==> src/hw/rtl/multitrack_step_sequencer_unit_defines.svh <==
// Assertion macros for the multitrack step sequencer.
// Used by the top level only; expects clk_i and rst_ni in scope.
`ifndef MULTITRACK_STEP_SEQUENCER_UNIT_DEFINES_SVH
`define MULTITRACK_STEP_SEQUENCER_UNIT_DEFINES_SVH

`define MSS_ASSERT_IMP(lbl, ant, cons) \
  lbl: assert property (@(posedge clk_i) disable iff (!rst_ni) (ant) |-> (cons)) \
    else $error("mss: implication check failed");

`define MSS_ASSERT_NEXT(lbl, ant, cons) \
  lbl: assert property (@(posedge clk_i) disable iff (!rst_ni) (ant) |=> (cons)) \
    else $error("mss: next-cycle check failed");

`endif

==> src/hw/rtl/mss_pkg.sv <==
// Shared types and constants of the multitrack step sequencer.
// No dependencies.
`timescale 1ns / 1ps
`default_nettype none
package mss_pkg;
  localparam int NUM_TRACKS_DEF      = 16;
  localparam int MAX_PATTERN_LEN_DEF = 16;
  localparam int MAX_DIVIDE          = 32;
  localparam int MAX_BUS             = 28;
  localparam logic [31:0] LFSR_TAPS  = 32'hD000_0001;

  localparam logic [1:0] ACT_TICK    = 2'd0;
  localparam logic [1:0] ACT_TRACK   = 2'd1;
  localparam logic [1:0] ACT_PATTERN = 2'd2;

  localparam logic [1:0] DIR_FWD  = 2'd0;
  localparam logic [1:0] DIR_BWD  = 2'd1;
  localparam logic [1:0] DIR_RND  = 2'd2;
  localparam logic [1:0] DIR_HOLD = 2'd3;

  localparam logic [2:0] REG_INTERVAL = 3'd0;
  localparam logic [2:0] REG_RAND_EN  = 3'd1;
  localparam logic [2:0] REG_MASK     = 3'd2;
  localparam logic [2:0] REG_DEST     = 3'd3;
  localparam logic [2:0] REG_CLK_OUT  = 3'd4;
  localparam logic [2:0] REG_SEED     = 3'd5;

  typedef struct packed {
    logic in_ready;
    logic clr_step;
    logic trk_first;
    logic trk_eval;
    logic note_draw;
    logic note_write;
    logic note_take;
    logic stage_note;
    logic pos_start;
    logic pos_write;
    logic trk_next;
    logic finish;
  } mss_cmd_t;

  typedef struct packed {
    logic       in_tick;
    logic       master;
    logic       fire;
    logic       rand_sel;
    logic [1:0] dir;
    logic       rem_done;
    logic       out_free;
    logic       pend_valid;
    logic       clear_last;
    logic       last_trk;
  } mss_status_t;
endpackage
`default_nettype wire

==> src/hw/rtl/mss_rem.sv <==
// Bit-serial remainder unit: 32-bit dividend, 8-bit nonzero divisor.
// Depends on nothing; one quotient bit per cycle.
`timescale 1ns / 1ps
`default_nettype none
module mss_rem (
  input  wire logic        clk_i,
  input  wire logic        rst_ni,
  input  wire logic        start_i,
  input  wire logic [31:0] dividend_i,
  input  wire logic [7:0]  divisor_i,
  output logic             done_o,
  output logic [7:0]       rem_o
);
  localparam logic [4:0] CNT_LAST = 5'd31;

  logic        busy_q, done_q;
  logic [4:0]  cnt_q;
  logic [31:0] dvd_q;
  logic [7:0]  div_q, rem_q, rem_d;
  logic [8:0]  trial;

  always_comb begin
    trial = {rem_q, dvd_q[31]};
    if (trial >= {1'b0, div_q}) begin
      rem_d = 8'(trial - {1'b0, div_q});
    end else begin
      rem_d = trial[7:0];
    end
  end

  always_ff @(posedge clk_i or negedge rst_ni) begin
    if (!rst_ni) begin
      busy_q <= 1'b0;
      done_q <= 1'b0;
      cnt_q  <= '0;
    end else if (start_i) begin
      busy_q <= 1'b1;
      done_q <= 1'b0;
      cnt_q  <= '0;
    end else if (busy_q) begin
      cnt_q <= cnt_q + 5'd1;
      if (cnt_q == CNT_LAST) begin
        busy_q <= 1'b0;
        done_q <= 1'b1;
      end
    end
  end

  always_ff @(posedge clk_i) begin
    if (start_i) begin
      dvd_q <= dividend_i;
      div_q <= divisor_i;
      rem_q <= '0;
    end else if (busy_q) begin
      dvd_q <= {dvd_q[30:0], 1'b0};
      rem_q <= rem_d;
    end
  end

  assign done_o = done_q;
  assign rem_o  = rem_q;
endmodule
`default_nettype wire

==> src/hw/rtl/mss_datapath.sv <==
// Datapath: configuration, track state, pattern memory, LFSR and result registers.
// Depends on mss_pkg and mss_rem.
`timescale 1ns / 1ps
`default_nettype none
module mss_datapath #(
  parameter int NUM_TRACKS      = 16,
  parameter int MAX_PATTERN_LEN = 16
) (
  input  wire logic                  clk_i,
  input  wire logic                  rst_ni,
  input  wire mss_pkg::mss_cmd_t     cmd_i,
  output mss_pkg::mss_status_t       status_o,
  input  wire logic                  cfg_valid_i,
  input  wire logic [2:0]            cfg_index_i,
  input  wire logic [31:0]           cfg_data_i,
  input  wire logic                  in_valid_i,
  input  wire logic [1:0]            action_i,
  input  wire logic [3:0]            track_i,
  input  wire logic [3:0]            step_slot_i,
  input  wire logic [4:0]            length_i,
  input  wire logic [5:0]            divide_i,
  input  wire logic [6:0]            note_range_i,
  input  wire logic [1:0]            direction_i,
  input  wire logic [6:0]            note_value_i,
  output logic                       out_valid_o,
  input  wire logic                  out_ready_i,
  output logic                       note_valid_o,
  output logic [3:0]                 out_track_o,
  output logic [6:0]                 note_o,
  output logic                       port_o,
  output logic                       clock_pulse_o,
  output logic [4:0]                 pulse_bus_o,
  output logic                       last_o
);
  import mss_pkg::*;

  localparam int TW    = (NUM_TRACKS > 1) ? $clog2(NUM_TRACKS) : 1;
  localparam int PW    = $clog2(MAX_PATTERN_LEN);
  localparam int LW    = $clog2(MAX_PATTERN_LEN + 1);
  localparam int DEPTH = NUM_TRACKS * MAX_PATTERN_LEN;
  localparam int AW    = $clog2(DEPTH);

  logic [15:0] interval_q, mask_q, tick_q, tick_inc;
  logic        rand_en_q, dest_q, master_q;
  logic [4:0]  clk_out_q;
  logic [31:0] lfsr_q, lfsr_next;

  logic [LW-1:0] len_q [NUM_TRACKS];
  logic [5:0]    div_q [NUM_TRACKS];
  logic [6:0]    range_q [NUM_TRACKS];
  logic [1:0]    dir_q [NUM_TRACKS];
  logic [PW-1:0] pos_q [NUM_TRACKS];
  logic [5:0]    dc_q [NUM_TRACKS];

  logic [TW-1:0] t_q;
  logic [AW-1:0] clr_q;
  logic [6:0]    mem [DEPTH];
  logic [6:0]    rdata_q, note_q;

  logic          pend_valid_q;
  logic [TW-1:0] pend_trk_q;
  logic [6:0]    pend_note_q;

  logic          accept, trk_ok, slot_ok;
  logic [31:0]   len_w, div_w;
  logic [LW-1:0] len_sat;
  logic [5:0]    div_sat, dc_inc;
  logic [LW-1:0] cur_len;
  logic [PW-1:0] cur_pos;
  logic [1:0]    cur_dir;
  logic [AW-1:0] rd_addr, in_addr, wr_addr;
  logic          we;
  logic [6:0]    wdata;
  logic          rem_start, rem_done, lfsr_adv;
  logic [31:0]   rem_dvd;
  logic [7:0]    rem_div, rem_res;
  logic          bus_ok, pulse, out_free, out_load;

  assign accept  = in_valid_i && cmd_i.in_ready;
  assign trk_ok  = 32'(track_i) < NUM_TRACKS;
  assign slot_ok = 32'(step_slot_i) < MAX_PATTERN_LEN;
  assign tick_inc = tick_q + 16'd1;

  always_comb begin
    len_w = 32'(length_i);
    if (len_w == 32'd0) len_w = 32'd1;
    if (len_w > MAX_PATTERN_LEN) len_w = 32'(MAX_PATTERN_LEN);
    len_sat = len_w[LW-1:0];
    div_w = 32'(divide_i);
    if (div_w == 32'd0) div_w = 32'd1;
    if (div_w > MAX_DIVIDE) div_w = 32'(MAX_DIVIDE);
    div_sat = div_w[5:0];
  end

  assign cur_len = len_q[t_q];
  assign cur_pos = pos_q[t_q];
  assign cur_dir = dir_q[t_q];
  assign dc_inc  = dc_q[t_q] + 6'd1;

  assign lfsr_next = (lfsr_q >> 1) ^ (lfsr_q[0] ? LFSR_TAPS : 32'd0);
  assign lfsr_adv  = cmd_i.note_draw || (cmd_i.pos_start && cur_dir == DIR_RND);
  assign rem_start = cmd_i.note_draw || (cmd_i.pos_start && cur_dir != DIR_HOLD);

  always_comb begin
    rem_div = 8'(cur_len);
    unique case (cur_dir)
      DIR_FWD: rem_dvd = 32'(cur_pos) + 32'd1;
      DIR_BWD: rem_dvd = 32'(cur_pos) + 32'(cur_len) - 32'd1;
      default: rem_dvd = lfsr_next;
    endcase
    if (cmd_i.note_draw) begin
      rem_dvd = lfsr_next;
      rem_div = {1'b0, range_q[t_q]} + 8'd1;
    end
  end

  mss_rem u_rem (
    .clk_i      (clk_i),
    .rst_ni     (rst_ni),
    .start_i    (rem_start),
    .dividend_i (rem_dvd),
    .divisor_i  (rem_div),
    .done_o     (rem_done),
    .rem_o      (rem_res)
  );

  assign rd_addr = AW'(32'(t_q) * MAX_PATTERN_LEN + 32'(cur_pos));
  assign in_addr = AW'(32'(track_i) * MAX_PATTERN_LEN + 32'(step_slot_i));

  always_comb begin
    we      = 1'b0;
    wr_addr = in_addr;
    wdata   = note_value_i;
    priority if (cmd_i.clr_step) begin
      we      = 1'b1;
      wr_addr = clr_q;
      wdata   = '0;
    end else if (cmd_i.note_write) begin
      we      = 1'b1;
      wr_addr = rd_addr;
      wdata   = rem_res[6:0];
    end else if (accept && action_i == ACT_PATTERN && trk_ok && slot_ok) begin
      we = 1'b1;
    end
  end

  always_ff @(posedge clk_i) begin
    if (we) mem[wr_addr] <= wdata;
    rdata_q <= mem[rd_addr];
  end

  always_ff @(posedge clk_i or negedge rst_ni) begin
    if (!rst_ni) begin
      interval_q <= 16'd375;
      rand_en_q  <= 1'b0;
      mask_q     <= 16'hFFFF;
      dest_q     <= 1'b0;
      clk_out_q  <= 5'd1;
      lfsr_q     <= 32'd1;
      tick_q     <= '0;
      master_q   <= 1'b0;
      t_q        <= '0;
      clr_q      <= '0;
      for (int i = 0; i < NUM_TRACKS; i++) begin
        len_q[i]   <= LW'(MAX_PATTERN_LEN);
        div_q[i]   <= 6'd1;
        range_q[i] <= 7'd127;
        dir_q[i]   <= DIR_FWD;
        pos_q[i]   <= '0;
        dc_q[i]    <= '0;
      end
    end else begin
      if (cfg_valid_i) begin
        unique case (cfg_index_i)
          REG_INTERVAL: interval_q <= cfg_data_i[15:0];
          REG_RAND_EN:  rand_en_q  <= cfg_data_i[0];
          REG_MASK:     mask_q     <= cfg_data_i[15:0];
          REG_DEST:     dest_q     <= cfg_data_i[0];
          REG_CLK_OUT:  clk_out_q  <= cfg_data_i[4:0];
          REG_SEED:     lfsr_q     <= (cfg_data_i == 32'd0) ? 32'd1 : cfg_data_i;
          default: ;
        endcase
      end else if (lfsr_adv) begin
        lfsr_q <= lfsr_next;
      end
      if (cmd_i.clr_step) clr_q <= clr_q + AW'(1);
      if (accept && action_i == ACT_TICK) begin
        if (tick_inc < interval_q) begin
          tick_q   <= tick_inc;
          master_q <= 1'b0;
        end else begin
          tick_q   <= '0;
          master_q <= 1'b1;
        end
      end
      if (accept && action_i == ACT_TRACK && trk_ok) begin
        len_q[track_i[TW-1:0]]   <= len_sat;
        div_q[track_i[TW-1:0]]   <= div_sat;
        range_q[track_i[TW-1:0]] <= note_range_i;
        dir_q[track_i[TW-1:0]]   <= direction_i;
      end
      if (cmd_i.trk_first) t_q <= '0;
      if (cmd_i.trk_next) t_q <= t_q + TW'(1);
      if (cmd_i.trk_eval) dc_q[t_q] <= (dc_inc >= div_q[t_q]) ? 6'd0 : dc_inc;
      if (cmd_i.pos_write) pos_q[t_q] <= rem_res[PW-1:0];
    end
  end

  always_ff @(posedge clk_i) begin
    if (cmd_i.note_write) note_q <= rem_res[6:0];
    if (cmd_i.note_take) note_q <= rdata_q;
  end

  assign bus_ok   = clk_out_q >= 5'd1 && 32'(clk_out_q) <= MAX_BUS;
  assign pulse    = master_q && bus_ok;
  assign out_free = !out_valid_o || out_ready_i;
  assign out_load = (cmd_i.stage_note && pend_valid_q) || cmd_i.finish;

  always_ff @(posedge clk_i or negedge rst_ni) begin
    if (!rst_ni) begin
      pend_valid_q <= 1'b0;
      out_valid_o  <= 1'b0;
    end else begin
      if (cmd_i.stage_note) pend_valid_q <= 1'b1;
      if (cmd_i.finish) pend_valid_q <= 1'b0;
      if (out_load) out_valid_o <= 1'b1;
      else if (out_ready_i) out_valid_o <= 1'b0;
    end
  end

  always_ff @(posedge clk_i) begin
    if (cmd_i.stage_note) begin
      pend_trk_q  <= t_q;
      pend_note_q <= note_q;
    end
    if (out_load) begin
      note_valid_o  <= pend_valid_q;
      out_track_o   <= pend_valid_q ? 4'(pend_trk_q) : 4'd0;
      note_o        <= pend_valid_q ? pend_note_q : 7'd0;
      port_o        <= dest_q;
      clock_pulse_o <= cmd_i.finish && pulse;
      pulse_bus_o   <= (cmd_i.finish && pulse) ? clk_out_q - 5'd1 : 5'd0;
      last_o        <= cmd_i.finish;
    end
  end

  always_comb begin
    status_o.in_tick    = in_valid_i && action_i == ACT_TICK;
    status_o.master     = master_q;
    status_o.fire       = dc_inc >= div_q[t_q];
    status_o.rand_sel   = rand_en_q && mask_q[4'(t_q)];
    status_o.dir        = cur_dir;
    status_o.rem_done   = rem_done;
    status_o.out_free   = out_free;
    status_o.pend_valid = pend_valid_q;
    status_o.clear_last = clr_q == AW'(DEPTH - 1);
    status_o.last_trk   = t_q == TW'(NUM_TRACKS - 1);
  end
endmodule
`default_nettype wire

==> src/hw/rtl/mss_ctrl.sv <==
// Controller state machine: memory clear, tick runs over all tracks, result ordering.
// Depends on mss_pkg.
`timescale 1ns / 1ps
`default_nettype none
module mss_ctrl (
  input  wire logic                 clk_i,
  input  wire logic                 rst_ni,
  input  wire mss_pkg::mss_status_t status_i,
  output mss_pkg::mss_cmd_t         cmd_o
);
  import mss_pkg::*;

  localparam logic [3:0] S_CLEAR  = 4'd0;
  localparam logic [3:0] S_IDLE   = 4'd1;
  localparam logic [3:0] S_TCHK   = 4'd2;
  localparam logic [3:0] S_TEVAL  = 4'd3;
  localparam logic [3:0] S_NWAIT  = 4'd4;
  localparam logic [3:0] S_NREAD  = 4'd5;
  localparam logic [3:0] S_NOUT   = 4'd6;
  localparam logic [3:0] S_PSTART = 4'd7;
  localparam logic [3:0] S_PWAIT  = 4'd8;
  localparam logic [3:0] S_NEXT   = 4'd9;
  localparam logic [3:0] S_FIN    = 4'd10;

  logic [3:0] state_q, state_d;

  always_ff @(posedge clk_i or negedge rst_ni) begin
    if (!rst_ni) state_q <= S_CLEAR;
    else state_q <= state_d;
  end

  always_comb begin
    state_d = state_q;
    cmd_o   = '0;
    unique case (state_q)
      S_CLEAR: begin
        cmd_o.clr_step = 1'b1;
        if (status_i.clear_last) state_d = S_IDLE;
      end
      S_IDLE: begin
        cmd_o.in_ready = 1'b1;
        if (status_i.in_tick) state_d = S_TCHK;
      end
      S_TCHK: begin
        if (status_i.master) begin
          cmd_o.trk_first = 1'b1;
          state_d = S_TEVAL;
        end else begin
          state_d = S_FIN;
        end
      end
      S_TEVAL: begin
        cmd_o.trk_eval = 1'b1;
        if (status_i.fire) begin
          if (status_i.rand_sel) begin
            cmd_o.note_draw = 1'b1;
            state_d = S_NWAIT;
          end else begin
            state_d = S_NREAD;
          end
        end else begin
          state_d = S_NEXT;
        end
      end
      S_NWAIT: begin
        if (status_i.rem_done) begin
          cmd_o.note_write = 1'b1;
          state_d = S_NOUT;
        end
      end
      S_NREAD: begin
        cmd_o.note_take = 1'b1;
        state_d = S_NOUT;
      end
      S_NOUT: begin
        if (!status_i.pend_valid || status_i.out_free) begin
          cmd_o.stage_note = 1'b1;
          state_d = S_PSTART;
        end
      end
      S_PSTART: begin
        cmd_o.pos_start = 1'b1;
        state_d = (status_i.dir == DIR_HOLD) ? S_NEXT : S_PWAIT;
      end
      S_PWAIT: begin
        if (status_i.rem_done) begin
          cmd_o.pos_write = 1'b1;
          state_d = S_NEXT;
        end
      end
      S_NEXT: begin
        if (status_i.last_trk) begin
          state_d = S_FIN;
        end else begin
          cmd_o.trk_next = 1'b1;
          state_d = S_TEVAL;
        end
      end
      S_FIN: begin
        if (status_i.out_free) begin
          cmd_o.finish = 1'b1;
          state_d = S_IDLE;
        end
      end
      default: state_d = S_IDLE;
    endcase
  end
endmodule
`default_nettype wire

==> src/hw/rtl/multitrack_step_sequencer_unit.sv <==
// Write items are taken in the idle state, which they do not leave. A tick without a master
// step passes the check and finish states and gives its result once the output is free. A master
// step visits each track; a firing one waits on the bit-serial remainder unit, run for a random
// note draw and for a position draw unless the track holds. After reset the pattern memory is
// cleared with in_ready_o low; configuration writes are taken at any time.
`timescale 1ns / 1ps
`default_nettype none
`include "multitrack_step_sequencer_unit_defines.svh"
module multitrack_step_sequencer_unit #(
  parameter int NUM_TRACKS      = mss_pkg::NUM_TRACKS_DEF,
  parameter int MAX_PATTERN_LEN = mss_pkg::MAX_PATTERN_LEN_DEF
) (
  input  wire logic        clk_i,
  input  wire logic        rst_ni,
  input  wire logic        cfg_valid_i,
  output logic             cfg_ready_o,
  input  wire logic [2:0]  cfg_index_i,
  input  wire logic [31:0] cfg_data_i,
  input  wire logic        in_valid_i,
  output logic             in_ready_o,
  input  wire logic [1:0]  action_i,
  input  wire logic [3:0]  track_i,
  input  wire logic [3:0]  step_slot_i,
  input  wire logic [4:0]  length_i,
  input  wire logic [5:0]  divide_i,
  input  wire logic [6:0]  note_range_i,
  input  wire logic [1:0]  direction_i,
  input  wire logic [6:0]  note_value_i,
  output logic             out_valid_o,
  input  wire logic        out_ready_i,
  output logic             note_valid_o,
  output logic [3:0]       out_track_o,
  output logic [6:0]       note_o,
  output logic             port_o,
  output logic             clock_pulse_o,
  output logic [4:0]       pulse_bus_o,
  output logic             last_o
);
  import mss_pkg::*;

  mss_cmd_t    cmd;
  mss_status_t status;

  assign cfg_ready_o = 1'b1;
  assign in_ready_o  = cmd.in_ready;

  mss_ctrl u_ctrl (
    .clk_i    (clk_i),
    .rst_ni   (rst_ni),
    .status_i (status),
    .cmd_o    (cmd)
  );

  mss_datapath #(
    .NUM_TRACKS      (NUM_TRACKS),
    .MAX_PATTERN_LEN (MAX_PATTERN_LEN)
  ) u_dp (
    .clk_i         (clk_i),
    .rst_ni        (rst_ni),
    .cmd_i         (cmd),
    .status_o      (status),
    .cfg_valid_i   (cfg_valid_i),
    .cfg_index_i   (cfg_index_i),
    .cfg_data_i    (cfg_data_i),
    .in_valid_i    (in_valid_i),
    .action_i      (action_i),
    .track_i       (track_i),
    .step_slot_i   (step_slot_i),
    .length_i      (length_i),
    .divide_i      (divide_i),
    .note_range_i  (note_range_i),
    .direction_i   (direction_i),
    .note_value_i  (note_value_i),
    .out_valid_o   (out_valid_o),
    .out_ready_i   (out_ready_i),
    .note_valid_o  (note_valid_o),
    .out_track_o   (out_track_o),
    .note_o        (note_o),
    .port_o        (port_o),
    .clock_pulse_o (clock_pulse_o),
    .pulse_bus_o   (pulse_bus_o),
    .last_o        (last_o)
  );

  `MSS_ASSERT_IMP(a_empty_is_last, out_valid_o && !note_valid_o, last_o)
  `MSS_ASSERT_IMP(a_pulse_is_last, out_valid_o && clock_pulse_o, last_o)
  `MSS_ASSERT_IMP(a_idle_no_pending, cmd.in_ready, !status.pend_valid)
  `MSS_ASSERT_NEXT(a_finish_shows_last, cmd.finish, out_valid_o && last_o)
endmodule
`default_nettype wire
==> config.mk <==
export PLATFORM = sky130hd
export DESIGN_NAME = multitrack_step_sequencer_unit
export DESIGN_NICKNAME = d
export VERILOG_FILES = /design/src/hw/rtl/mss_pkg.sv /design/src/hw/rtl/mss_rem.sv /design/src/hw/rtl/mss_datapath.sv /design/src/hw/rtl/mss_ctrl.sv /design/src/hw/rtl/multitrack_step_sequencer_unit.sv
export VERILOG_INCLUDE_DIRS = /design/src /design/src/hw/rtl
export SDC_FILE = /design/constraint.sdc
export NUM_CORES = 2
export LEC_CHECK = 0
export BUFFER_PORTS_ARGS = -buffer_cell sky130_fd_sc_hd__buf_2
export CORE_MARGIN = 4
export CORE_UTILIZATION = 23
export CTS_BUF_LIST = sky130_fd_sc_hd__clkbuf_4
export DETAILED_ROUTE_END_ITERATION = 12
export SLEW_MARGIN = 20
export SYNTH_ARGS = -nofsm -noshare
export SYNTH_HDL_FRONTEND = slang
export SYNTH_HIERARCHICAL = 1
export SYNTH_SLANG_ARGS = --single-unit
==> constraint.sdc <==
create_clock -name clk_i -period 12.65 [get_ports clk_i]
set_input_delay 3.795 -clock clk_i [delete_from_list [all_inputs] [get_ports clk_i]]
set_output_delay 3.795 -clock clk_i [all_outputs]
set_load 0.03 [all_outputs]
==> results.tsv <==
metric	value	unit
post-synthesis area per instance	13.9	µm²
part of the Yosys area used for sequential elements	0.691	
total chip power	20600	µW
Residual DRC	0	
outcome	finished, final reports clean	
storage element area	71500	µm²
library cell with the largest summed area after synthesis	sky130_fd_sc_hd__edfxtp_1	
count of final max-slew check failures	0	
clock tree from TritonCTS	built	
Final Hold Vio Count	0	
library cell with the highest instance count after synthesis	sky130_fd_sc_hd__edfxtp_1	
CP startpoint kind	flop	
Synthesized Nets	7599	
floorplan die width	679	µm
top cell type's share of synthesized area	0.543	
shortest clock period the worst path allows after layout	6.98	ns
Num CTS Buffers	628	
Synth top cells by count	sky130_fd_sc_hd__edfxtp_1 (1870), sky130_fd_sc_hd__nand2_1 (1366), sky130_fd_sc_hd__dfrtp_1 (424)	
worst hold slack across all endpoints	0.424	ns
number of port buffers	98	
half-perimeter wire length after placement	175000	µm
critical path, cell by cell	buf_12 -> buf_4 -> mux4_2 -> mux4_2 -> ha_1 -> nand2b_1 -> a21o_1 -> a21oi_1 -> nor2b_1 -> o21ai_0 -> nand2b_1 -> a21oi_1 -> inv_1 -> nand2_1 -> nor4_2 -> buf_4 -> nor2_1 -> o21ai_4 -> buf_4 -> mux2_2	
maximum number of buffers from clock root to sink	4	
global routing met3 resource utilization	0.0268	
synthesis-to-finish area growth	14.7	%
number of antenna-violating nets in the routed design	0	
Filler cells	46200	
Post-CTS Resized	0	
cells taking the most area after synthesis	sky130_fd_sc_hd__edfxtp_1 (54%), sky130_fd_sc_hd__dfrtp_1 (10%), sky130_fd_sc_hd__nand2_1 (5.0%)	
initial standard-cell utilization of the core	0.231	
number of buffers inserted by hold repair at cts	0	
global-route wire length before repair	426000	µm
critical hold path startpoint	u_dp/note_q[1]	
met2 track demand over resource in global routing	0.189	
Largest stage delay, worst path	0.84	ns
most used flip-flop cell after synthesis	sky130_fd_sc_hd__edfxtp_1	
max cap viols	0	
number of instances in the synthesized netlist	7467	
post-CTS clock slew at the launch and capture registers of the worst setup and hold paths	0.07	ns
CTS root buffer	sky130_fd_sc_hd__clkbuf_4	
count of final setup violators	0	
total standard cell area after synthesis	104000	µm²
Max Clk Rate	0.143	GHz
pwr dens	174	nW/µm²
fraction of registers with async set/reset	0.239	
Yosys reg bits	2478	
multi-input logic area	29700	µm²
vertical die dimension	679	µm
number of global-route vias before repair	63800	
most utilized layer in the global route result	met2	
P_leak	0.0408	µW
RePlAce Congestion	0.825	
average vias per placed instance	4.57	
Cell variety after synth	86	
crit path capture type	flop	
Crit Path Max Fanout	66	
worst hold path cell count	0	
drt first-iter violations	6388	
worst setup slack for register-to-register paths	5.67	ns
per-cell routed wire length	20.4	µm
core area	449000	µm²
Critical Path AT	7.92	ns
destination of the worst register-to-register timing path	u_dp/u_rem/dvd_q[27]	
Min-Delay Endpoint	u_dp/pend_note_q[1]	
layout cells sized above 1	0.243	
path depth of the worst reg2reg path	20	
Warnings, synthesis	6	
cell repeated most along the worst path	sky130_fd_sc_hd__buf_4	
via count of the routed design	65000	
startpoint of the lowest-slack register-to-register path	u_dp/t_q[0]	
Top Ports	100	
maximum number of pins on one net before global-route repair	205	
setup repair after global routing missed its margin	no	
met1 usage in global routing	0.167	
required time worst endpoint	13.58	ns
summed area of non-filler cells in the final layout	119000	µm²
worst IR drop on VDD	0.160	mV
std cell rows	246	
remaining global-route overflow	0	
Fin Clk Skew	0.170	ns
H-tree depth reported by CTS	6	
Clock Sink Count	2478	
sum of negative setup slack	0	ns
count of TritonRoute iterations in the first routing pass	6	
library cell contributing the largest single delay on the critical path	sky130_fd_sc_hd__dfrtp_4	
final period utilization	0.552	
clock insertion delay at the later pin of the skew report	1.34	ns
start-to-end type of the worst setup path	reg2reg	
placed cell area	111000	µm²
class of the tightest hold or removal check	reg2reg	
slew margin rel.	0.160	
Worst Tran Pin Value	1.25	ns
final net count	7950	
number of flops mapped to enable cells by yosys	1870	
post-detailed-routing wire length	291000	µm
antenna violations before repair	20	
total setup buffers inserted after CTS	0	
Die Outline Area	461000	µm²
GRT Resource Usage Total	0.121	
-- per-layer routing --
| metal | share of wire | up-vias |
|---|---|---|
| li1 | - | 28900 |
| met1 | 0.43 | 32700 |
| met2 | 0.45 | 2866 |
| met3 | 0.083 | 509 |
| met4 | 0.030 | 12 |
| met5 | 0.00029 | - |
-- cells by family after synthesis --
| logic type | Yosys count | synth area share |
|---|---|---|
| flops | 2478 | 0.691 |
| compound gates | 1055 | 0.0665 |
| buf+inv | 586 | 0.0245 |
| simple gates | 2480 | 0.103 |
| xor+xnor | 47 | 0.00398 |
| other cells | 1 | 0.0000362 |
| mux | 765 | 0.105 |
| fa+ha+maj | 55 | 0.00679 |
-- flip-flops by register name (all words and copies together) (netlist names), 64 cells and up --
name and cells:
u_dp/mem 1792, u_dp/div_q 96, u_dp/len_q 80, u_dp/pos_q 64, u_dp/dc_q 96, u_dp/range_q 112
-- report_power, final --
| part | switching (µW) | internal, µW | total, µW |
|---|---|---|---|
| clock | 3210 | 3660 | 6870 |
| combinational | 2860 | 1050 | 3910 |
| sequential | 282 | 9560 | 9850 |
| total | 6350 | 14300 | 20600 |
-- critical path, delay by kind of cell, from the launching register on --
kind                       cells  cell delay (ns)
adders and majority gates      1             0.29
muxes                          3             1.40
buffers and inverters          5             2.01
AOI/OAI and AO/OA              5             1.12
DFF                            1             0.84
and+or+nand+nor                6             0.88
-- area by class of cell --
cell class,instances,area share
inverter,68,0.00229
sequential,2478,0.602
clock inverter,157,0.00930
timing repair buffer,239,0.0148
antenna,9,0.000190
tap,5952,0.0627
clock buffer,918,0.0580
multi-input combinational,4403,0.250
-- per-stage QoR --
stage / utilization / std cells / setup WS, ns
global route: 0.265 / 14200 / 5.11
CTS: 0.264 / 14200 / 5.38
finish: 0.265 / 14200 / 5.67
detailed placement: 0.247 / 13100 / 4.98
floorplan: - / 7467 / 1.50
global placement: 0.247 / 13100 / 4.97
-- cells in the final DEF, fill, tap and decap left out, types with 62 or more instances in the layout --
cell type / n
sky130_fd_sc_hd__a21oi_1: 121
sky130_fd_sc_hd__nor2b_1: 114
sky130_fd_sc_hd__clkinv_1: 102
sky130_fd_sc_hd__buf_2: 97
sky130_fd_sc_hd__dfrtp_1: 420
sky130_fd_sc_hd__edfxtp_1: 1870
sky130_fd_sc_hd__a31oi_1: 108
sky130_fd_sc_hd__clkbuf_4: 918
sky130_fd_sc_hd__a311oi_1: 68
sky130_fd_sc_hd__mux2i_1: 219
sky130_fd_sc_hd__nand3_1: 349
sky130_fd_sc_hd__a211oi_1: 122
sky130_fd_sc_hd__dfstp_2: 169
sky130_fd_sc_hd__mux4_2: 221
sky130_fd_sc_hd__inv_1: 62
sky130_fd_sc_hd__nand4_1: 63
sky130_fd_sc_hd__buf_4: 126
sky130_fd_sc_hd__o21ai_0: 357
sky130_fd_sc_hd__mux2_2: 321
sky130_fd_sc_hd__nor2_1: 405
sky130_fd_sc_hd__nand2_1: 1355
-- how the worst max path moves through the flow --
stage / startpoint / to / slack, ns / depth (start not counted)
6_report: u_dp/t_q[0] / u_dp/u_rem/dvd_q[27] / 5.67 / 20
5_1_grt: u_dp/t_q[0] / u_dp/u_rem/dvd_q[3] / 5.11 / 20
4_1_cts: u_dp/t_q[0] / u_dp/u_rem/dvd_q[27] / 5.38 / 19
3_5_place_dp: in_valid_i / u_dp/mem[141][2] / 4.98 / 8
3_3_place_gp: in_valid_i / u_dp/mem[138][1] / 4.97 / 8
2_1_floorplan: note_value_i[0] / u_dp/mem[0][0] / 1.50 / 2
(Power assumes the default switching activity.)
